**src/hdl/annb_pkg.sv**
```systemverilog
`timescale 1ns / 1ps
// ----------------------------------------------------------------------------
// annb_pkg: shared types and constants of the Annex B NAL unit splitter
// Holds the command word passed from the parser to the emitter, the head
// tracking state, and the functions that apply one payload byte or the end
// of a NAL unit to that state.
// ----------------------------------------------------------------------------
package annb_pkg;

  // Leading store size: default and upper bound of the allowed range.
  localparam int unsigned LEAD_BYTES_DEF = 48;
  localparam int unsigned LEAD_BYTES_MAX = 60;
  localparam int unsigned LEAD_CNT_W     = $clog2(LEAD_BYTES_MAX + 1);

  // At most six result bytes come out of one streamed input byte.
  localparam int unsigned RES_SLOTS = 6;
  localparam int unsigned SLOT_W    = $clog2(RES_SLOTS + 1);

  // Depth of the command queue between parser and emitter (power of two).
  localparam int unsigned QDEPTH = 4;

  // Unregistered user data SEI: NAL header byte and payload type.
  localparam logic [7:0] SEI_NAL_BYTE = 8'h4e;
  localparam logic [7:0] SEI_UNREG    = 8'h05;

  // One result byte of a NAL unit.
  typedef struct packed {
    logic [7:0] data;
    logic       first;
    logic       last;
  } res_t;

  // Bytes of the current NAL unit held back until the SEI test is settled.
  typedef struct packed {
    logic [7:0] b0;
    logic [7:0] b1;
    logic [1:0] cnt;
    logic       passing;
    logic       dropping;
  } head_t;

  // Outcome of one head update: new state and up to two result bytes.
  typedef struct packed {
    head_t      h;
    logic [1:0] n;
    res_t       r0;
    res_t       r1;
  } commit_t;

  // Work for the emitter caused by one input word.
  typedef struct packed {
    logic [31:0]                tag;
    logic [SLOT_W-1:0]          n;
    res_t [RES_SLOTS-1:0]       slots;
    logic                       flush;
    logic [LEAD_CNT_W-1:0]      fcnt;
    logic                       fovf;
  } cmd_t;

  typedef enum logic [1:0] {
    BK_IDLE,
    BK_SLOTS,
    BK_FLUSH
  } back_state_t;

  // Add one payload byte to the current NAL unit.
  function automatic commit_t head_commit(head_t h, logic [7:0] b);
    commit_t c;
    c    = '0;
    c.h  = h;
    if (!h.dropping) begin
      if (h.passing) begin
        // Pass the held byte on and hold the new one.
        c.n  = 2'd1;
        c.r0 = '{data: h.b0, first: 1'b0, last: 1'b0};
        c.h.b0 = b;
      end else if (h.cnt == 2'd0) begin
        c.h.b0  = b;
        c.h.cnt = 2'd1;
      end else if (h.cnt == 2'd1) begin
        c.h.b1  = b;
        c.h.cnt = 2'd2;
      end else begin
        // Third byte settles whether the unit is unregistered SEI.
        if (h.b0 == SEI_NAL_BYTE && b == SEI_UNREG) begin
          c.h.dropping = 1'b1;
          c.h.cnt      = 2'd0;
        end else begin
          c.h.passing = 1'b1;
          c.n  = 2'd2;
          c.r0 = '{data: h.b0, first: 1'b1, last: 1'b0};
          c.r1 = '{data: h.b1, first: 1'b0, last: 1'b0};
          c.h.b0  = b;
          c.h.cnt = 2'd1;
        end
      end
    end
    return c;
  endfunction

  // Close the current NAL unit: release what is held, then clear.
  function automatic commit_t head_end(head_t h);
    commit_t c;
    c = '0;
    if (h.passing) begin
      c.n  = 2'd1;
      c.r0 = '{data: h.b0, first: 1'b0, last: 1'b1};
    end else if (!h.dropping) begin
      if (h.cnt == 2'd1) begin
        c.n  = 2'd1;
        c.r0 = '{data: h.b0, first: 1'b1, last: 1'b1};
      end else if (h.cnt == 2'd2) begin
        c.n  = 2'd2;
        c.r0 = '{data: h.b0, first: 1'b1, last: 1'b0};
        c.r1 = '{data: h.b1, first: 1'b0, last: 1'b1};
      end
    end
    return c;
  endfunction

endpackage

```
**src/hdl/annb_in_if.sv**
```systemverilog
`timescale 1ns / 1ps
// ----------------------------------------------------------------------------
// annb_in_if: bitstream byte channel
// One word is one buffer byte with its end-of-buffer mark and frame tag.
// ----------------------------------------------------------------------------
interface annb_in_if;
  logic        valid;
  logic        ready;
  logic [7:0]  data_byte;
  logic        end_of_buffer;
  logic [31:0] frame_tag;

  modport source (output valid, output data_byte, output end_of_buffer,
                  output frame_tag, input ready);
  modport sink   (input valid, input data_byte, input end_of_buffer,
                  input frame_tag, output ready);
endinterface

```
**src/hdl/annb_out_if.sv**
```systemverilog
`timescale 1ns / 1ps
// ----------------------------------------------------------------------------
// annb_out_if: NAL unit byte channel
// One word is one NAL payload byte with its marks and frame tag.
// ----------------------------------------------------------------------------
interface annb_out_if;
  logic        valid;
  logic        ready;
  logic [7:0]  nal_byte;
  logic        nal_first;
  logic        nal_last;
  logic [31:0] nal_frame;
  logic        lead_overflow;
  logic        step_last;

  modport source (output valid, output nal_byte, output nal_first, output nal_last,
                  output nal_frame, output lead_overflow, output step_last,
                  input ready);
  modport sink   (input valid, input nal_byte, input nal_first, input nal_last,
                  input nal_frame, input lead_overflow, input step_last,
                  output ready);
endinterface

```
**src/hdl/annexb_nal_splitter.sv**
```systemverilog
`timescale 1ns / 1ps
// ----------------------------------------------------------------------------
// annexb_nal_splitter: Annex B NAL unit splitter
// Splits an HEVC Annex B byte stream into NAL units with start codes removed.
// ----------------------------------------------------------------------------
// Usage:
//   in_ch takes one buffer byte per word with end_of_buffer on the last byte
//   and the frame tag of the buffer. out_ch gives NAL payload bytes with
//   first/last marks, the frame tag, the leading overflow flag and step_last
//   on the final result word caused by one input word.
//   Throughput: one input word per cycle while each byte causes at most one
//   result and out_ch takes every word; a byte that releases several bytes
//   occupies the emitter until all are sent, and a four-entry command queue
//   absorbs short bursts. Results pass the queue, the emitter command register
//   and the output register; the SEI test holds the first bytes of a unit.
//   A buffer without any start code is read back from the leading store at
//   one byte per cycle; input is held off until that readout is finished.
//   Reset clears the parser, the queue and the output stage; the leading
//   store needs no clearing since only bytes of the current buffer are read.
//   When the receiver stalls, the output word holds, the queue fills and
//   in_ch.ready drops once the queue is full.
// ----------------------------------------------------------------------------
module annexb_nal_splitter import annb_pkg::*; #(
  parameter int unsigned LEAD_BYTES = LEAD_BYTES_DEF
) (
  input  logic       clk,
  input  logic       rst,
  annb_in_if.sink    in_ch,
  annb_out_if.source out_ch
);

  localparam int unsigned LEAD_AW = $clog2(LEAD_BYTES);

  logic               q_full;
  logic               q_empty;
  logic               push;
  logic               pop;
  cmd_t               push_cmd;
  cmd_t               head_cmd;
  logic               wr_en;
  logic [LEAD_AW-1:0] wr_addr;
  logic [7:0]         wr_data;
  logic               flush_done;

  // Parser: classifies bytes and builds command words.
  annb_front #(
    .LEAD_BYTES (LEAD_BYTES)
  ) u_front (
    .clk        (clk),
    .rst        (rst),
    .in_ch      (in_ch),
    .q_full     (q_full),
    .push       (push),
    .push_cmd   (push_cmd),
    .wr_en      (wr_en),
    .wr_addr    (wr_addr),
    .wr_data    (wr_data),
    .flush_done (flush_done)
  );

  // Command queue between parser and emitter.
  annb_queue u_queue (
    .clk      (clk),
    .rst      (rst),
    .push     (push),
    .push_cmd (push_cmd),
    .pop      (pop),
    .head_cmd (head_cmd),
    .empty    (q_empty),
    .full     (q_full)
  );

  // Emitter: one result word per cycle while out_ch takes every word.
  annb_back #(
    .LEAD_BYTES (LEAD_BYTES)
  ) u_back (
    .clk        (clk),
    .rst        (rst),
    .q_empty    (q_empty),
    .q_cmd      (head_cmd),
    .pop        (pop),
    .wr_en      (wr_en),
    .wr_addr    (wr_addr),
    .wr_data    (wr_data),
    .flush_done (flush_done),
    .out_ch     (out_ch)
  );

endmodule

```
**src/hdl/annb_front.sv**
```systemverilog
`timescale 1ns / 1ps
// ----------------------------------------------------------------------------
// annb_front: start code parser
// Accepts one byte per cycle while the queue has room and no readout runs,
// tracks zero runs and start codes, applies the SEI holdback, queues commands
// for bytes with work; bytes before the first start code fill the lead store.
// ----------------------------------------------------------------------------
module annb_front import annb_pkg::*; #(
  parameter int unsigned LEAD_BYTES = LEAD_BYTES_DEF,
  localparam int unsigned LEAD_CW   = $clog2(LEAD_BYTES + 1),
  localparam int unsigned LEAD_AW   = $clog2(LEAD_BYTES)
) (
  input  logic               clk,
  input  logic               rst,
  annb_in_if.sink            in_ch,
  input  logic               q_full,
  output logic               push,
  output cmd_t               push_cmd,
  output logic               wr_en,
  output logic [LEAD_AW-1:0] wr_addr,
  output logic [7:0]         wr_data,
  input  logic               flush_done
);

  // Parser state.
  logic [1:0]         la_cnt;
  head_t              head;
  logic               scs;
  logic [LEAD_CW-1:0] lead_cnt;
  logic               lead_ovf;
  logic               flush_busy;

  // Step results.
  logic               accept;
  logic               is_zero;
  logic               is_sc;
  logic [1:0]         la_next;
  logic               scs_next;
  logic [LEAD_CW-1:0] lead_cnt_next;
  logic               lead_ovf_next;
  logic [SLOT_W-1:0]  zc;
  logic               commit_b;
  logic               do_end;
  logic               flush;
  head_t              h;
  commit_t            cm;
  res_t [RES_SLOTS-1:0] rs;
  logic [SLOT_W-1:0]  n;

  // Hold off while the queue is full or the leading store is being read out.
  assign in_ch.ready = !q_full && !flush_busy;
  assign accept      = in_ch.valid && in_ch.ready;

  assign is_zero = (in_ch.data_byte == 8'd0);
  assign is_sc   = (in_ch.data_byte == 8'd1) && (la_cnt >= 2'd2);

  assign wr_addr = lead_cnt[LEAD_AW-1:0];
  assign wr_data = in_ch.data_byte;

  // Classify the byte and run the held-back head through its commits.
  always_comb begin
    la_next       = la_cnt;
    scs_next      = scs;
    lead_cnt_next = lead_cnt;
    lead_ovf_next = lead_ovf;
    wr_en         = 1'b0;
    zc            = '0;
    commit_b      = 1'b0;
    do_end        = 1'b0;
    flush         = 1'b0;
    h             = head;
    cm            = '0;
    rs            = '0;
    n             = '0;

    if (!scs) begin
      // Leading region: store the byte while room is left and look for the first start code.
      if (lead_cnt < LEAD_CW'(LEAD_BYTES)) begin
        wr_en         = accept;
        lead_cnt_next = lead_cnt + LEAD_CW'(1);
      end else begin
        lead_ovf_next = 1'b1;
      end
      if (is_zero) begin
        if (la_cnt != 2'd3) begin
          la_next = la_cnt + 2'd1;
        end
      end else if (is_sc) begin
        scs_next      = 1'b1;
        lead_cnt_next = '0;
        lead_ovf_next = 1'b0;
        la_next       = 2'd0;
      end else begin
        la_next = 2'd0;
      end
      if (in_ch.end_of_buffer && !scs_next) begin
        flush = 1'b1;
      end
    end else begin
      // Inside NAL units: zeros wait in case they open a start code.
      if (is_zero) begin
        if (la_cnt == 2'd3) begin
          zc = SLOT_W'(1);
        end else begin
          la_next = la_cnt + 2'd1;
        end
        if (in_ch.end_of_buffer) begin
          zc = zc + SLOT_W'(la_next);
        end
      end else if (is_sc) begin
        la_next = 2'd0;
        do_end  = 1'b1;
      end else begin
        zc       = SLOT_W'(la_cnt);
        commit_b = 1'b1;
        la_next  = 2'd0;
      end
      if (in_ch.end_of_buffer) begin
        do_end = 1'b1;
      end
    end

    // Committed zeros first, then the byte itself.
    for (int k = 0; k < 4; k++) begin
      if (SLOT_W'(k) < zc || (SLOT_W'(k) == zc && commit_b)) begin
        cm = head_commit(h, (SLOT_W'(k) < zc) ? 8'd0 : in_ch.data_byte);
        h  = cm.h;
        if (cm.n != 2'd0) begin
          rs[n] = cm.r0;
          n     = n + SLOT_W'(1);
        end
        if (cm.n == 2'd2) begin
          rs[n] = cm.r1;
          n     = n + SLOT_W'(1);
        end
      end
    end

    // Close the unit on a start code or at the end of the buffer.
    if (do_end) begin
      cm = head_end(h);
      h  = cm.h;
      if (cm.n != 2'd0) begin
        rs[n] = cm.r0;
        n     = n + SLOT_W'(1);
      end
      if (cm.n == 2'd2) begin
        rs[n] = cm.r1;
        n     = n + SLOT_W'(1);
      end
    end
  end

  // Command word for the emitter.
  always_comb begin
    push           = accept && (n != '0 || flush);
    push_cmd.tag   = in_ch.frame_tag;
    push_cmd.n     = n;
    push_cmd.slots = rs;
    push_cmd.flush = flush;
    push_cmd.fcnt  = LEAD_CNT_W'(lead_cnt_next);
    push_cmd.fovf  = lead_ovf_next;
  end

  // State update; all but the readout flag reset after the last buffer byte.
  always_ff @(posedge clk) begin
    if (rst) begin
      la_cnt     <= 2'd0;
      head       <= '0;
      scs        <= 1'b0;
      lead_cnt   <= '0;
      lead_ovf   <= 1'b0;
      flush_busy <= 1'b0;
    end else begin
      if (accept) begin
        if (in_ch.end_of_buffer) begin
          la_cnt   <= 2'd0;
          head     <= '0;
          scs      <= 1'b0;
          lead_cnt <= '0;
          lead_ovf <= 1'b0;
        end else begin
          la_cnt   <= la_next;
          head     <= h;
          scs      <= scs_next;
          lead_cnt <= lead_cnt_next;
          lead_ovf <= lead_ovf_next;
        end
      end
      if (accept && flush) begin
        flush_busy <= 1'b1;
      end else if (flush_done) begin
        flush_busy <= 1'b0;
      end
    end
  end

endmodule

```
**src/hdl/annb_queue.sv**
```systemverilog
`timescale 1ns / 1ps
// ----------------------------------------------------------------------------
// annb_queue: command queue
// Short first-in first-out buffer of command words between the parser and
// the emitter, so that each side can stall on its own.
// ----------------------------------------------------------------------------
module annb_queue import annb_pkg::*; #(
  localparam int unsigned PTR_W = $clog2(QDEPTH),
  localparam int unsigned CNT_W = $clog2(QDEPTH + 1)
) (
  input  logic clk,
  input  logic rst,
  input  logic push,
  input  cmd_t push_cmd,
  input  logic pop,
  output cmd_t head_cmd,
  output logic empty,
  output logic full
);

  cmd_t             entries [QDEPTH];
  logic [PTR_W-1:0] wr_ptr;
  logic [PTR_W-1:0] rd_ptr;
  logic [CNT_W-1:0] count;

  assign empty    = (count == '0);
  assign full     = (count == CNT_W'(QDEPTH));
  assign head_cmd = entries[rd_ptr];

  // Storage.
  always_ff @(posedge clk) begin
    if (push) begin
      entries[wr_ptr] <= push_cmd;
    end
  end

  // Pointers and fill level.
  always_ff @(posedge clk) begin
    if (rst) begin
      wr_ptr <= '0;
      rd_ptr <= '0;
      count  <= '0;
    end else begin
      if (push) begin
        wr_ptr <= wr_ptr + PTR_W'(1);
      end
      if (pop) begin
        rd_ptr <= rd_ptr + PTR_W'(1);
      end
      if (push && !pop) begin
        count <= count + CNT_W'(1);
      end else if (pop && !push) begin
        count <= count - CNT_W'(1);
      end
    end
  end

endmodule

```
**src/hdl/annb_back.sv**
```systemverilog
`timescale 1ns / 1ps
// ----------------------------------------------------------------------------
// annb_back: result emitter
// Pops command words and sends their result bytes one per cycle, while the
// receiver takes them, through a registered output stage. Owns the leading
// store and reads it out when a buffer ends without any start code.
// ----------------------------------------------------------------------------
module annb_back import annb_pkg::*; #(
  parameter int unsigned LEAD_BYTES = LEAD_BYTES_DEF,
  localparam int unsigned LEAD_AW   = $clog2(LEAD_BYTES)
) (
  input  logic               clk,
  input  logic               rst,
  input  logic               q_empty,
  input  cmd_t               q_cmd,
  output logic               pop,
  input  logic               wr_en,
  input  logic [LEAD_AW-1:0] wr_addr,
  input  logic [7:0]         wr_data,
  output logic               flush_done,
  annb_out_if.source         out_ch
);

  logic [7:0]         lead_mem [LEAD_BYTES];
  logic [7:0]         rd_data;

  back_state_t        state;
  back_state_t        state_next;
  cmd_t               cmd;
  cmd_t               cmd_next;
  logic [SLOT_W-1:0]  pos;
  logic [SLOT_W-1:0]  pos_next;
  logic [LEAD_AW-1:0] idx;
  logic [LEAD_AW-1:0] idx_next;

  logic               out_load;
  logic               emit;
  logic               done;
  res_t               cur;
  logic               cur_end;
  logic               cur_ovf;

  // Output register.
  logic               out_valid;
  res_t               out_res;
  logic [31:0]        out_frame;
  logic               out_ovf;
  logic               out_step_last;

  assign out_load = !out_valid || out_ch.ready;

  // Leading store: written by the parser, read one byte ahead.
  always_ff @(posedge clk) begin
    if (wr_en) begin
      lead_mem[wr_addr] <= wr_data;
    end
    rd_data <= lead_mem[idx_next];
  end

  // Select the current byte and step through the command.
  always_comb begin
    cur        = '0;
    cur_end    = 1'b0;
    cur_ovf    = 1'b0;
    state_next = state;
    cmd_next   = cmd;
    pos_next   = pos;
    idx_next   = idx;

    case (state)
      BK_SLOTS: begin
        cur     = cmd.slots[pos];
        cur_end = (pos == cmd.n - SLOT_W'(1));
      end
      BK_FLUSH: begin
        cur.data  = rd_data;
        cur.first = (idx == '0);
        cur_end   = ((LEAD_CNT_W'(idx) + LEAD_CNT_W'(1)) == cmd.fcnt);
        cur.last  = cur_end;
        cur_ovf   = cmd.fovf;
      end
      default: begin
        cur = '0;
      end
    endcase

    emit       = (state != BK_IDLE) && out_load;
    done       = emit && cur_end;
    pop        = !q_empty && (state == BK_IDLE || done);
    flush_done = done && (state == BK_FLUSH);

    if (pop) begin
      state_next = q_cmd.flush ? BK_FLUSH : BK_SLOTS;
      cmd_next   = q_cmd;
      pos_next   = '0;
      idx_next   = '0;
    end else if (done) begin
      state_next = BK_IDLE;
      pos_next   = '0;
      idx_next   = '0;
    end else if (emit) begin
      pos_next = pos + SLOT_W'(1);
      idx_next = idx + LEAD_AW'(1);
    end
  end

  // Sequencer registers.
  always_ff @(posedge clk) begin
    if (rst) begin
      state <= BK_IDLE;
      pos   <= '0;
      idx   <= '0;
    end else begin
      state <= state_next;
      pos   <= pos_next;
      idx   <= idx_next;
    end
    cmd <= cmd_next;
  end

  // Output stage: loads a byte from the sequencer whenever it is empty or being taken.
  always_ff @(posedge clk) begin
    if (rst) begin
      out_valid <= 1'b0;
    end else if (emit) begin
      out_valid <= 1'b1;
    end else if (out_ch.ready) begin
      out_valid <= 1'b0;
    end
    if (emit) begin
      out_res       <= cur;
      out_frame     <= cmd.tag;
      out_ovf       <= cur_ovf;
      out_step_last <= cur_end;
    end
  end

  assign out_ch.valid         = out_valid;
  assign out_ch.nal_byte      = out_res.data;
  assign out_ch.nal_first     = out_res.first;
  assign out_ch.nal_last      = out_res.last;
  assign out_ch.nal_frame     = out_frame;
  assign out_ch.lead_overflow = out_ovf;
  assign out_ch.step_last     = out_step_last;

endmodule
```
**src/flat_wrapper.sv**
```systemverilog
// flat-port wrapper written by rule: the top's interface ports become plain ports
module annexb_nal_splitter_flat import annb_pkg::*;
#(
  parameter int unsigned LEAD_BYTES = LEAD_BYTES_DEF
)
  (clk, rst, in_ch_valid, in_ch_data_byte, in_ch_end_of_buffer, in_ch_frame_tag, in_ch_ready, out_ch_valid, out_ch_nal_byte, out_ch_nal_first, out_ch_nal_last, out_ch_nal_frame, out_ch_lead_overflow, out_ch_step_last, out_ch_ready);
  annb_in_if in_ch_i ();
  annb_out_if out_ch_i ();
  input  logic clk;
  input  logic rst;
  input wire logic [$bits(in_ch_i.valid)-1:0] in_ch_valid;
  input wire logic [$bits(in_ch_i.data_byte)-1:0] in_ch_data_byte;
  input wire logic [$bits(in_ch_i.end_of_buffer)-1:0] in_ch_end_of_buffer;
  input wire logic [$bits(in_ch_i.frame_tag)-1:0] in_ch_frame_tag;
  output wire logic [$bits(in_ch_i.ready)-1:0] in_ch_ready;
  output wire logic [$bits(out_ch_i.valid)-1:0] out_ch_valid;
  output wire logic [$bits(out_ch_i.nal_byte)-1:0] out_ch_nal_byte;
  output wire logic [$bits(out_ch_i.nal_first)-1:0] out_ch_nal_first;
  output wire logic [$bits(out_ch_i.nal_last)-1:0] out_ch_nal_last;
  output wire logic [$bits(out_ch_i.nal_frame)-1:0] out_ch_nal_frame;
  output wire logic [$bits(out_ch_i.lead_overflow)-1:0] out_ch_lead_overflow;
  output wire logic [$bits(out_ch_i.step_last)-1:0] out_ch_step_last;
  input wire logic [$bits(out_ch_i.ready)-1:0] out_ch_ready;
  assign in_ch_i.valid = in_ch_valid;
  assign in_ch_i.data_byte = in_ch_data_byte;
  assign in_ch_i.end_of_buffer = in_ch_end_of_buffer;
  assign in_ch_i.frame_tag = in_ch_frame_tag;
  assign in_ch_ready = in_ch_i.ready;
  assign out_ch_valid = out_ch_i.valid;
  assign out_ch_nal_byte = out_ch_i.nal_byte;
  assign out_ch_nal_first = out_ch_i.nal_first;
  assign out_ch_nal_last = out_ch_i.nal_last;
  assign out_ch_nal_frame = out_ch_i.nal_frame;
  assign out_ch_lead_overflow = out_ch_i.lead_overflow;
  assign out_ch_step_last = out_ch_i.step_last;
  assign out_ch_i.ready = out_ch_ready;
  annexb_nal_splitter #(.LEAD_BYTES(LEAD_BYTES)) u_core (.clk(clk), .rst(rst), .in_ch(in_ch_i), .out_ch(out_ch_i));
endmodule
```
**config.mk**
```make
export PLATFORM = sky130hd
export DESIGN_NAME = annexb_nal_splitter_flat
export DESIGN_NICKNAME = d
export VERILOG_FILES = /design/src/hdl/annb_pkg.sv /design/src/hdl/annb_in_if.sv /design/src/hdl/annb_out_if.sv /design/src/hdl/annexb_nal_splitter.sv /design/src/hdl/annb_front.sv /design/src/hdl/annb_queue.sv /design/src/hdl/annb_back.sv /design/src/flat_wrapper.sv
export SDC_FILE = /design/constraint.sdc
export NUM_CORES = 1
export LEC_CHECK = 0
export ABC_CLOCK_PERIOD_IN_PS = 9100
export BUFFER_PORTS_ARGS = -buffer_cell sky130_fd_sc_hd__buf_4
export CORE_ASPECT_RATIO = 0.75
export CORE_MARGIN = 10
export CORE_UTILIZATION = 50
export CTS_CLUSTER_SIZE = 16
export DETAILED_ROUTE_END_ITERATION = 8
export PLACE_DENSITY = 0.72
export SLEW_MARGIN = 20
export SYNTH_ARGS = -nofsm -noshare
export SYNTH_HDL_FRONTEND = slang
export SYNTH_SLANG_ARGS = --single-unit
```
**constraint.sdc**
```tcl
create_clock -name clk -period 9.1 [get_ports clk]
set_input_delay 0 -clock clk [delete_from_list [all_inputs] [get_ports clk]]
set_output_delay 0 -clock clk [all_outputs]
set_load 0.02 [all_outputs]
```
Yosys cells after proc, flatten, opt, wreduce, memory -nomap -nowiden

Memory sizes are Yosys's and may differ from the RTL's. A register that Yosys moved wholly into a read port is not among the register bits.
Index checks and enable logic that the tools add are counted.
W data, S select, Z words.

Register bits after elaboration: 196
RAM bits: 796
Input port bits: 45
Output and inout bits: 46
Logic and storage cells: 409
Memories kept: 2

$add $sub $neg: 19
Magnitude comparators: 25
Equality and inequality tests: 31
Multiplexer cells: 222
Reduce and logical (&&, ||, !) cells: 65

Memory list:

| name                   | depth | bits a word | rd ports | clocked after memory_dff | wr ports | RTL line         | source |
|---|---|---|---|---|---|---|---|
| u_core.u_queue.entries | 4     | 103         | 1        | 1                        | 1        | annb_queue.sv:21 | `cmd_t entries [QDEPTH];` |
| u_core.u_back.lead_mem | 48    | 8           | 1        | 1                        | 1        | annb_back.sv:24  | `logic [7:0] lead_mem [LEAD_BYTES];` |

Operators by type and width:

| kind                  | count |
|---|---|
| $mux W60              | 18 |
| $bwmux W60            | 9 |
| $mux W42              | 8 |
| $demux W10 S3         | 9 |
| $mux W8               | 28 |
| $mux W24              | 8 |
| $mux W10              | 19 |
| $mux W12              | 11 |
| $mux W22              | 6 |
| $mux W20              | 6 |
| $mux W3               | 26 |
| $mux W6               | 8 |
| $mux W2               | 22 |
| $mux W1               | 41 |
| $lt A3 B4 Y1 const B  | 10 |
| $add A3 B1 Y3 const B | 11 |
| $eq A8 B3 Y1 const B  | 4 |
| $eq A8 B7 Y1 const B  | 4 |
| $bmux W10 S3          | 1 |
| $logic_and A1 B1 Y1   | 29 |
| $ge A3 B1 Y1 const B  | 9 |
| $pmux W10 S2          | 1 |
| $reduce_bool A2 Y1    | 10 |
| $eq A2 B2 Y1 const B  | 8 |
| 27 further kinds      | 56 |

Depth between registers and ports, before layout

Gate-level depths: netlist of the first run.

Depth in word-level cells: 65
Gate-level depth with buffers: 39
Depth with buffers taken out: 38

Hierarchy

Synthesis of the first run repeated with hierarchy kept, for this count alone.

Cell total of the unflattened synthesis: 2623
Area, all modules: 42085.4 um2

Modules (own cells, without submodules):

| module     | instances | cells an instance | area an instance (um2) | seq. area each (um2) |
|---|---|---|---|---|
| annb_back  | 1         | 1443              | 22412.7                | 16315.6 |
| annb_queue | 1         | 582               | 15366.0                | 12552.0 |
| annb_front | 1         | 598               | 4306.6                 | 620.6 |

Least setup slack after synthesis of the first run

No wires, ideal clock.

Path type: reg-to-reg
Start: register u_core.u_front.la_cnt[1]
End: memory u_core.u_queue.entries[0][0] (netlist bit) (enable)
Setup time: 474 ps
Arrival: 9072 ps
Data required time: 8626 ps
Setup slack: -446 ps
Stages on the path, launching flop included: 35
Path buffers: 1
Period minus slack after synthesis: 9546 ps
Cells stage by stage: dfxtp_1 inv_1 ha_1 nand2b_1 a21oi_1 o221ai_2 or3_1 a221oi_2 o21ai_2 buf_2 a21oi_1 o22ai_1 and2_1 ha_1 nand2_1 o32ai_1 ha_1 and2_1 ha_1 nand3_1 a21o_1 inv_1 ha_1 and3_1 nor2_1 inv_1 ha_1 nand2_1 inv_1 ha_1 o211ai_1 xor2_1 or3_1 a31oi_4 and2_1

Word-level cells in the longest chain between the ends: 63
Elaborated cells between the ends (all ways): 179
Those cells by class: add/sub: 11; order compare: 5; eq/ne: 21; mux: 115; reduce/logical: 27

RTL lines:

| what                                                                   | RTL line                  | source |
|---|---|---|
| from (decl)                                                            | annb_front.sv:26          | `logic [1:0] la_cnt;` |
| from (signal assigned)                                                 | annb_front.sv:183         | `la_cnt <= la_next;` |
| parallel branches: the longest is 59 deep, another holds $add A3 B2 Y3 | --                        |  |
| $logic_or A1 B1 Y1 (*)                                                 | annb_front.sv:156         | `push = accept && (n != '0 \|\| flush);` |
| $logic_and A1 B1 Y1 (*)                                                | annb_front.sv:156         |  |
| named net u_core.push                                                  | annexb_nal_splitter.sv:36 | `logic push;` |
| $mux W1 (*)                                                            | annb_queue.sv:32          | `if (push) begin` |
| $mux W1 (not written as such) (*)                                      | annb_queue.sv:33          | `entries[wr_ptr] <= push_cmd;` |
| to (decl)                                                              | annb_queue.sv:21          |  |

Mark *: on every way through the listed nets, which the timed path passes. The select of a mux whose other input is x is not followed.

Worst setup path in the final report of the first run

Start: register u_core.u_front.la_cnt[0]
End: register u_core.u_queue.count[2]

Word-level cells in the longest chain between the ends: 64
Elaborated cells between the ends (all ways): 182
Those cells by class: add/sub: 11; order compare: 5; eq/ne: 21; mux: 114; reduce/logical: 31

RTL lines:

| what                                                                   | RTL line                  | source |
|---|---|---|
| parallel branches: the longest is 59 deep, another holds $add A3 B2 Y3 | --                        |  |
| $logic_or A1 B1 Y1 (*)                                                 | annb_front.sv:156         |  |
| $logic_and A1 B1 Y1 (*)                                                | annb_front.sv:156         |  |
| named net u_core.push                                                  | annexb_nal_splitter.sv:36 |  |
| $logic_not A1 Y1                                                       | annb_queue.sv:52          | `end else if (pop && !push) begin` |
| $logic_and A1 B1 Y1                                                    | annb_queue.sv:52          |  |
| $reduce_bool A2 Y1 (no line)                                           | --                        |  |
| to (signal assigned)                                                   | annb_queue.sv:51          | `count <= count + CNT_W'(1);` |
| to (signal assigned)                                                   | annb_queue.sv:53          | `count <= count - CNT_W'(1);` |
| to (decl)                                                              | annb_queue.sv:24          | `logic [CNT_W-1:0] count;` |

Marked as above.
A chain may end at the register's enable or synchronous reset.

==> impl_summary.txt, run 1 <==
----------------------------------------------------
[Status]
  Status ... finished, final reports clean

[Detailed routing]
  Post-detailed-route wirelength per cell ... 25.0 um
  Detail-routed via count per cell ... around 6.2
  Detailed-router iteration count before antenna repair ... 6
  Routed vias ... ~24000
  Number of DRC markers in iteration 0 ... 2992
  DRC errors left ... 0
  Remaining antenna violation count after routing ... 0
  Post-Route WL ... ~96000 um

[Finish]
  Syn-to-layout area delta ... 13.7%
  Final standard cell count with taps included and fillers excluded ... 3840
  Share of final-layout standard cells stronger than drive strength 1 ... 0.156
  Number of filler cells placed in the layout ... between 6000 and 7000
  Number of nets at the end of the flow ... 2777
  Antenna cell count ... 0

[Worst hold path]
  Number of cells on the worst hold path ... 2
  Endpoint of the worst hold path ... u_core.u_queue.entries[3][97]
  Worst hold path class ... input pin to flop
  Hold Crit Start ... in_ch_frame_tag[26]

[Clock network]
  Number of sinks handled by clock tree synthesis ... ~1000
  Maximum count of clock buffers along a single path ... 3
  Clk root buf ... sky130_fd_sc_hd__clkbuf_16
  Cts bufs inserted ... between 90 and 100
  Clock tree from TritonCTS ... built
  Clock transition at path regs ... 0.06 ns
  Level count of the clock H-tree ... 3
  Skew-Pair Late Insertion Delay ... roughly 0.69 ns

[Synthesis]
  Share of synthesized cell area in full adder, half adder and majority cells ... 0.00857
  Number of standard cells after synthesis ... between 2000 and 3000
  Number of storage elements in the synthesis netlist ... 1002
  Count of unique library cells instantiated by Yosys ... 92
  Mapped Avg Cell Area ... about 16 sq um
  Number of warnings printed during yosys synthesis ... 0
  Xor-xnor portion of the synthesized cell area ... 0.00720
  Combined area of all synthesized cells ... 0.0403 sq mm
  Top flip-flop cell by instance count after synthesis ... sky130_fd_sc_hd__edfxtp_1
  Count of flip-flops with a built-in enable after synthesis ... 942
  Simple logic cell fraction of the synthesized area ... 0.0739
  Share of synthesized flip-flops with an asynchronous set or reset ... 0
  Area fraction in compound gates after synthesis ... 0.0900
  Sequential fraction of the synthesis area ... 0.732
  Fraction of synthesized area in multiplexers ... 0.0690
  Dominant combinational cell family by area after synthesis ... compound AO/OA/AOI/OAI gates

[STA]
  Unrepaired setup endpoints after global routing ... false
  Post-layout min period ... 8.57 ns
  Final-report setup violation count ... 0
  Max Transition Viols Final ... 0
  Final hold viol count ... 0
  Final setup slack of the worst path ... between 0.5 and 0.6 ns
  Worst clock skew ... around 0.040 ns
  Min Hold Slack ... ~0.075 ns
  Slew at the pin closest to its max-slew limit ... approximately 1.2 ns
  Total negative slack ... 0 ns
  Final Cycle Share ... 0.941
  Worst rel slew slack ... 0.211
  Achievable frequency ... ~120 MHz

[Critical path]
  Arr. time, crit path ... 9.15 ns
  Reg-to-Reg End ... u_core.u_queue.count[2]
  Cell at the slowest stage of the critical path ... sky130_fd_sc_hd__or3_1
  Required time of the critical path ... 9.68 ns
  Startpoint type of the worst setup path ... flop
  Critical-path maximum fanout ... 8
  Register-to-register setup slack ... 0.53 ns
  Cell occurring most often along the worst timing path ... sky130_fd_sc_hd__ha_1
  Category of the critical setup timing path ... flop to flop
  Delay of the slowest cell on the worst path ... around 0.45 ns
  Critical register-to-register path startpoint ... u_core.u_front.la_cnt[0]
  Depth of the worst register-to-register path ... 38
  Critical path endpoint category ... flop
  Bufs and invs on worst path ... 5
  Family with the most delay on the worst path ... adder cells

[Place]
  Final weighted congestion in routability-driven placement ... 0.897
  Post-DP HPWL ... roughly 60000 um
  Number of placed instances with taps included ... between 3000 and 4000
  Number of buffers added on ports ... 90
  Setup Slack @ Placement ... 0.354 ns

[Run]
  Count of maximum capacitance violations ... 0

[Global route]
  Maximum number of pins on one net before global-route repair ... about 190
  Total routing usage reported by global routing ... 0.203
  Number of global-route vias before repair ... 23200
  Remaining global-route overflow ... 0
  Number of antenna violations at the first check in global routing ... 0
  Global-route wire length before repair ... 146000 um

[Pwr]
  Worst vdd rail ir drop ... between 0.0003 and 0.0004 V
  Leakage power ... between 15 and 20 nW
  Power density relative to cell area ... 281 mW/mm^2
  Total power after layout ... between 10 and 15 mW

[Floorplanning]
  Rows ... 90
  Width of the chip ... roughly 350 um
  Core Footprint ... 0.0802 sq mm
  Die outline height ... 266 um
  Top-level port count ... 91
  Effective utilization at floorplan ... 0.503
  Full die area ... 0.0925 sq mm

----------------------------------------------------
==> cell type report <==
type / count / area [sq um] / area share
Sequential cell: 1002 / 29500 / 0.644
Clock inverter: 54 / 581 / 0.0127
Clock buffer: 118 / 2490 / 0.0544
Tap cell: 1058 / 1320 / 0.0289
Timing Repair Buffer: 177 / 1540 / 0.0337
Multi-Input combinational cell: 1382 / 10200 / 0.222
Inverter: 49 / 186 / 0.00407
==> per-stage QoR <==
| stage | utilization | cell area [sq um] |
|---|---|---|
| 5_1_grt | 0.571 | 45800 |
| 3_5_place_dp | 0.527 | 42300 |
| 6_report | 0.571 | 45800 |
| 2_1_floorplan | - | 40400 |
| 3_3_place_gp | 0.527 | 42300 |
| 4_1_cts | 0.571 | 45800 |
==> state kept, by name, indices dropped and copies added (netlist names), 3 cells and up, named ones only <==
signal and flops:
u_core.u_front.wr_addr 6, u_core.u_back.out_ch.nal_byte 8, u_core.u_back.rd_data 8, u_core.u_queue.count 3
u_core.u_back.cmd 102, u_core.u_back.lead_mem 384, u_core.u_back.idx 6, u_core.u_queue.entries 412
u_core.u_back.pos 3, u_core.u_back.out_ch.nal_frame 32, u_core.u_front.head 20
==> report_power, final <==
part           switching (mW)  leakage [nW]  internal, mW
sequential              0.230          9.51          5.70
combinational            1.98          4.02          1.06
clock                    1.72          1.50          2.17
total                    3.93          15.0          8.93
==> layout by cell type (no fill, tap or decap), drive strengths merged, types with 19 or more instances in the layout <==
master,instances
mux4,113
o211ai,40
ha,26
conb,20
clkinv,41
a311oi,41
a21oi,71
and3,29
nand2,285
o221ai,55
edfxtp,942
nor2,161
buf,132
dlygate4sd3,45
mux2i,19
nand3,79
dfxtp,60
and2,20
clkbuf,118
a22oi,32
inv,53
o22ai,73
o21ai,84
==> cells by family (layout without fill, tap and decap cells) <==
| logic type | count (synthesis) | count (layout) |
|---|---|---|
| mux | 136 | 136 |
| other cells | 1 | 20 |
| fa+ha+maj | 27 | 27 |
| xor+xnor | 31 | 31 |
| flops | 1002 | 1002 |
| compound gates | 507 | 507 |
| buf+inv | 203 | 398 |
| simple gates | 661 | 661 |
==> per-layer routing <==
layer,vias up,share of wire,GRT usage
met4,0,0.021,0.0487
li1,10400,-,-
met5,-,0,0
met3,164,0.082,0.0405
met1,12200,0.44,0.300
met2,1093,0.46,0.310
==> timing repair <==
item                                    CTS  global route
gates resized for setup                   0             4
hold endpoints to repair                405             0
buffers inserted                          0             0
hold buffers                             45             0
endpoints found under the setup margin    0             2
==> synth_stat cells, drive strengths merged, types with 26 or more instances <==
library cell    n  area [sq um]
edfxtp        942         28300
nand2         285          1070
nor2          161           607
mux4          113          2540
clkbuf        110           413
o21ai          84           432
nand3          79           395
o22ai          73           457
a21oi          71           370
dfxtp          60          1200
o221ai         55           488
inv            49           184
buf            44           181
a311oi         41           365
o211ai         40           300
a22oi          32           245
and3           29           181
ha             26           325
==> how the worst max path moves through the flow <==
stage | from | to | slack, ns | cells past startpoint
2_1_floorplan | u_core.u_front.la_cnt[1] | u_core.u_queue.entries[0][0] | 0.69 | 34
3_3_place_gp | u_core.u_front.la_cnt[1] | u_core.u_queue.count[2] | 0.60 | 38
3_5_place_dp | u_core.u_front.la_cnt[1] | u_core.u_queue.count[2] | 0.35 | 38
4_1_cts | u_core.u_front.la_cnt[1] | u_core.u_queue.count[2] | 0.30 | 38
5_1_grt | u_core.u_front.la_cnt[1] | u_core.u_queue.count[2] | 0.03 | 38
6_report | u_core.u_front.la_cnt[0] | u_core.u_queue.count[2] | 0.53 | 38
Power figures use the tool's default switching activity.
==> inputs of run 2 (changes only) <==
--- a/config.mk
+++ b/config.mk
@@ -7,11 +7,12 @@
 export LEC_CHECK = 0
 export ABC_CLOCK_PERIOD_IN_PS = 9100
 export BUFFER_PORTS_ARGS = -buffer_cell sky130_fd_sc_hd__buf_4
-export CORE_ASPECT_RATIO = 0.75
+export CORE_ASPECT_RATIO = 1.2
 export CORE_MARGIN = 10
 export CORE_UTILIZATION = 50
 export CTS_CLUSTER_SIZE = 16
 export DETAILED_ROUTE_END_ITERATION = 8
+export GPL_ROUTABILITY_DRIVEN = 0
 export PLACE_DENSITY = 0.72
 export SLEW_MARGIN = 20
 export SYNTH_ARGS = -nofsm -noshare
==> impl_summary.txt, run 2 (synthesized netlist as in run 1, its figures left out) <==
----------------------------------------------------
[Floorplanning]
  Effective utilization at floorplan ... 0.502 (-0.000799)
  Width of the chip ... 279 um (-20%)
  Top-level port count ... 91 (unchanged)
  Full die area ... 0.0924 sq mm (about the same)
  Rows ... 114 (+27%)
  Die outline height ... 331 um (+24%)
  Core Footprint ... 0.0803 sq mm (+0.16%)

[Worst hold path]
  Worst hold path class ... input pin to flop
  Hold Crit Start ... in_ch_data_byte[5]
  Endpoint of the worst hold path ... u_core.u_back.lead_mem[13][5]
  Number of cells on the worst hold path ... 2 (unchanged)

[Finish]
  Final standard cell count with taps included and fillers excluded ... 3835 (-0.13%)
  Most frequent cells in the layout ... 942 x sky130_fd_sc_hd__edfxtp_1, 285 x sky130_fd_sc_hd__nand2_1, 157 x sky130_fd_sc_hd__nor2_1
  Max reg flops ... 412 (unchanged)
  Share of final-layout standard cells stronger than drive strength 1 ... 0.158 (+0.00165)
  Antenna cell count ... 0 (unchanged)
  Number of filler cells placed in the layout ... 5917 (-1.9%)
  Largest registers ... u_core.u_queue.entries x412, u_core.u_back.lead_mem x384, u_core.u_back.cmd x102
  Most frequent standard cell in the layout excluding fill and tap cells ... sky130_fd_sc_hd__edfxtp_1
  Syn-to-layout area delta ... 14.0%
  Number of nets at the end of the flow ... 2785 (+0.29%)
  Register with the most flip-flops ... u_core.u_queue.entries

[STA]
  Final hold viol count ... 0 (unchanged)
  Worst clock skew ... 0.0491 ns (+0.00939 ns)
  Post-layout min period ... 8.55 ns (-0.0108 ns)
  Achievable frequency ... 117 MHz (+0.13%)
  Unrepaired setup endpoints after global routing ... false
  Slew at the pin closest to its max-slew limit ... 1.15 ns (-0.0298 ns)
  Final setup slack of the worst path ... 0.546 ns (+0.0108 ns)
  Final Cycle Share ... 0.940 (-0.00119)
  Worst rel slew slack ... 0.227 (+0.0154)
  Max Transition Viols Final ... 0 (unchanged)
  Total negative slack ... 0 ns (unchanged)
  Final-report setup violation count ... 0 (unchanged)
  Min Hold Slack ... 0.0237 ns (-0.0517 ns)

[Clock network]
  Clock transition at path regs ... 0.06 ns (about the same)
  Skew-Pair Late Insertion Delay ... 0.67 ns (-0.02 ns)
  Cts bufs inserted ... 94 (+1.1%)
  Clock tree from TritonCTS ... built
  Level count of the clock H-tree ... 3 (unchanged)
  Maximum count of clock buffers along a single path ... 3 (unchanged)
  Number of sinks handled by clock tree synthesis ... 1002 (unchanged)
  Clk root buf ... sky130_fd_sc_hd__clkbuf_16

[Critical path]
  Required time of the critical path ... 9.69 ns (about the same)
  Startpoint type of the worst setup path ... flop
  Register-to-register setup slack ... 0.55 ns (about the same)
  Critical path endpoint category ... flop
  Critical-path maximum fanout ... 8 (unchanged)
  Arr. time, crit path ... 9.14 ns (about the same)
  Cell at the slowest stage of the critical path ... sky130_fd_sc_hd__dfxtp_1
  Reg-to-Reg End ... u_core.u_queue.count[2]
  Depth of the worst register-to-register path ... 38 (unchanged)
  Category of the critical setup timing path ... flop to flop
  Critical register-to-register path startpoint ... u_core.u_front.la_cnt[0]
  Delay of the slowest cell on the worst path ... 0.47 ns (+0.02 ns)
  Cell occurring most often along the worst timing path ... sky130_fd_sc_hd__ha_1

[Global route]
  Maximum number of pins on one net before global-route repair ... 185 (unchanged)
  Global-route wire length before repair ... 145000 um (-0.65%)
  Remaining global-route overflow ... 0 (unchanged)
  Total routing usage reported by global routing ... 0.203 (about the same)
  Number of antenna violations at the first check in global routing ... 2 (+2)
  Number of global-route vias before repair ... 23900 (+2.9%)

[Place]
  Number of buffers added on ports ... 90 (unchanged)
  Number of placed instances with taps included ... 3613 (-0.28%)
  Post-DP HPWL ... 59000 um (+0.80%)
  Setup Slack @ Placement ... 0.371 ns (+0.0176 ns)

[Pwr]
  Total power after layout ... 12.9 mW (+0.52%)
  Leakage power ... 15.1 nW (+0.47%)
  Worst vdd rail ir drop ... 0.000448 V (+29%)
  Power density relative to cell area ... 281 mW/mm^2 (+0.21%)

[Detailed routing]
  Post-Route WL ... 95300 um (-0.89%)
  Detailed-router iteration count before antenna repair ... 8 (+2)
  Number of DRC markers in iteration 0 ... 3143 (+5.0%)
  Routed vias ... 23900 (-0.059%)
  Post-detailed-route wirelength per cell ... 24.8 um (-0.76%)
  Detail-routed via count per cell ... 6.22 (about the same)
  DRC errors left ... 0 (unchanged)
  Remaining antenna violation count after routing ... 0 (unchanged)

[Run]
  Count of maximum capacitance violations ... 0 (unchanged)

[Status]
  Status ... finished, final reports clean

----------------------------------------------------
-- run 2: cell types whose count changed in the layout (fill, tap and decap cells not counted), moves of 2 or more --
cell                         before  now
sky130_fd_sc_hd__buf_12           8   11
sky130_fd_sc_hd__buf_4          124  127
sky130_fd_sc_hd__bufinv_16        7   10
sky130_fd_sc_hd__clkbuf_1        20   15
sky130_fd_sc_hd__clkinv_1        15   22
sky130_fd_sc_hd__clkinv_2        19   16
sky130_fd_sc_hd__clkinv_4         3    1
sky130_fd_sc_hd__clkinvlp_4       2    6
-- run 2: cell type report --
cell class | instances | area (sq um) | area share
Multi-Input combinational cell | 1382 | 10200 | 0.222
Inverter | 49 | 186 | 0.00406
Timing Repair Buffer | 184 | 1630 | 0.0356
Clock buffer | 111 | 2440 | 0.0530
Tap cell | 1044 | 1310 | 0.0284
Clock inverter | 63 | 702 | 0.0153
Sequential cell | 1002 | 29500 | 0.642
-- run 2: stage by stage --
stage / util / instance area, sq um
detailed placement: 0.527 / 42300
global placement: 0.527 / 42300
finish: 0.572 / 45900
floorplan: - / 40400
global route: 0.572 / 45900
CTS: 0.571 / 45900
-- run 2: critical path, delay by kind of cell, from the launching register on --
| family | cells | cell delay (ns) |
|---|---|---|
| AOI/OAI and AO/OA | 11 | 2.21 |
| and+or+nand+nor | 11 | 2.27 |
| buffers and inverters | 5 | 0.54 |
| DFF | 1 | 0.47 |
| adders and majority gates | 9 | 2.62 |
| xor gates and xnor gates | 2 | 0.37 |
-- run 2: metal layers --
| layer | up-vias | global-route usage | part of all wire | wire length [um] |
|---|---|---|---|---|
| li1 | 10400 | - | - | - |
| met1 | 12000 | 0.260 | 0.38 | 36100 |
| met2 | 1201 | 0.343 | 0.50 | 47500 |
| met3 | 224 | 0.0352 | 0.083 | 7870 |
| met4 | 4 | 0.0831 | 0.039 | 3760 |
| met5 | - | 0 | 0.00029 | 28 |
-- run 2: timing repair --
item                                    CTS  global route
hold buffers                             46             0
endpoints found under the setup margin    0            34
setup buffers                             0             2
gates resized for setup                   0             4
endpoints found under the hold margin   233             0
-- run 2: report_power, final --
group	leakage [nW]	internal, mW	switching, mW
logic	4.08	1.07	2.00
clock network	1.51	2.22	1.69
registers	9.51	5.70	0.239
total	15.1	8.99	3.94
-- run 2: worst max path at each step --
stage / end / startpoint / cells after the start / slack [ns]
after CTS: u_core.u_queue.count[2] / u_core.u_front.la_cnt[1] / 38 / 0.33
final: u_core.u_queue.count[2] / u_core.u_front.la_cnt[0] / 38 / 0.55
after detailed placement: u_core.u_queue.count[2] / u_core.u_front.la_cnt[1] / 38 / 0.37
after floorplan: u_core.u_queue.entries[0][0] / u_core.u_front.la_cnt[1] / 34 / 0.69
after global placement: u_core.u_queue.count[2] / u_core.u_front.la_cnt[1] / 38 / 0.65
after global routing: u_core.u_queue.count[2] / u_core.u_front.la_cnt[0] / 38 / 0.04
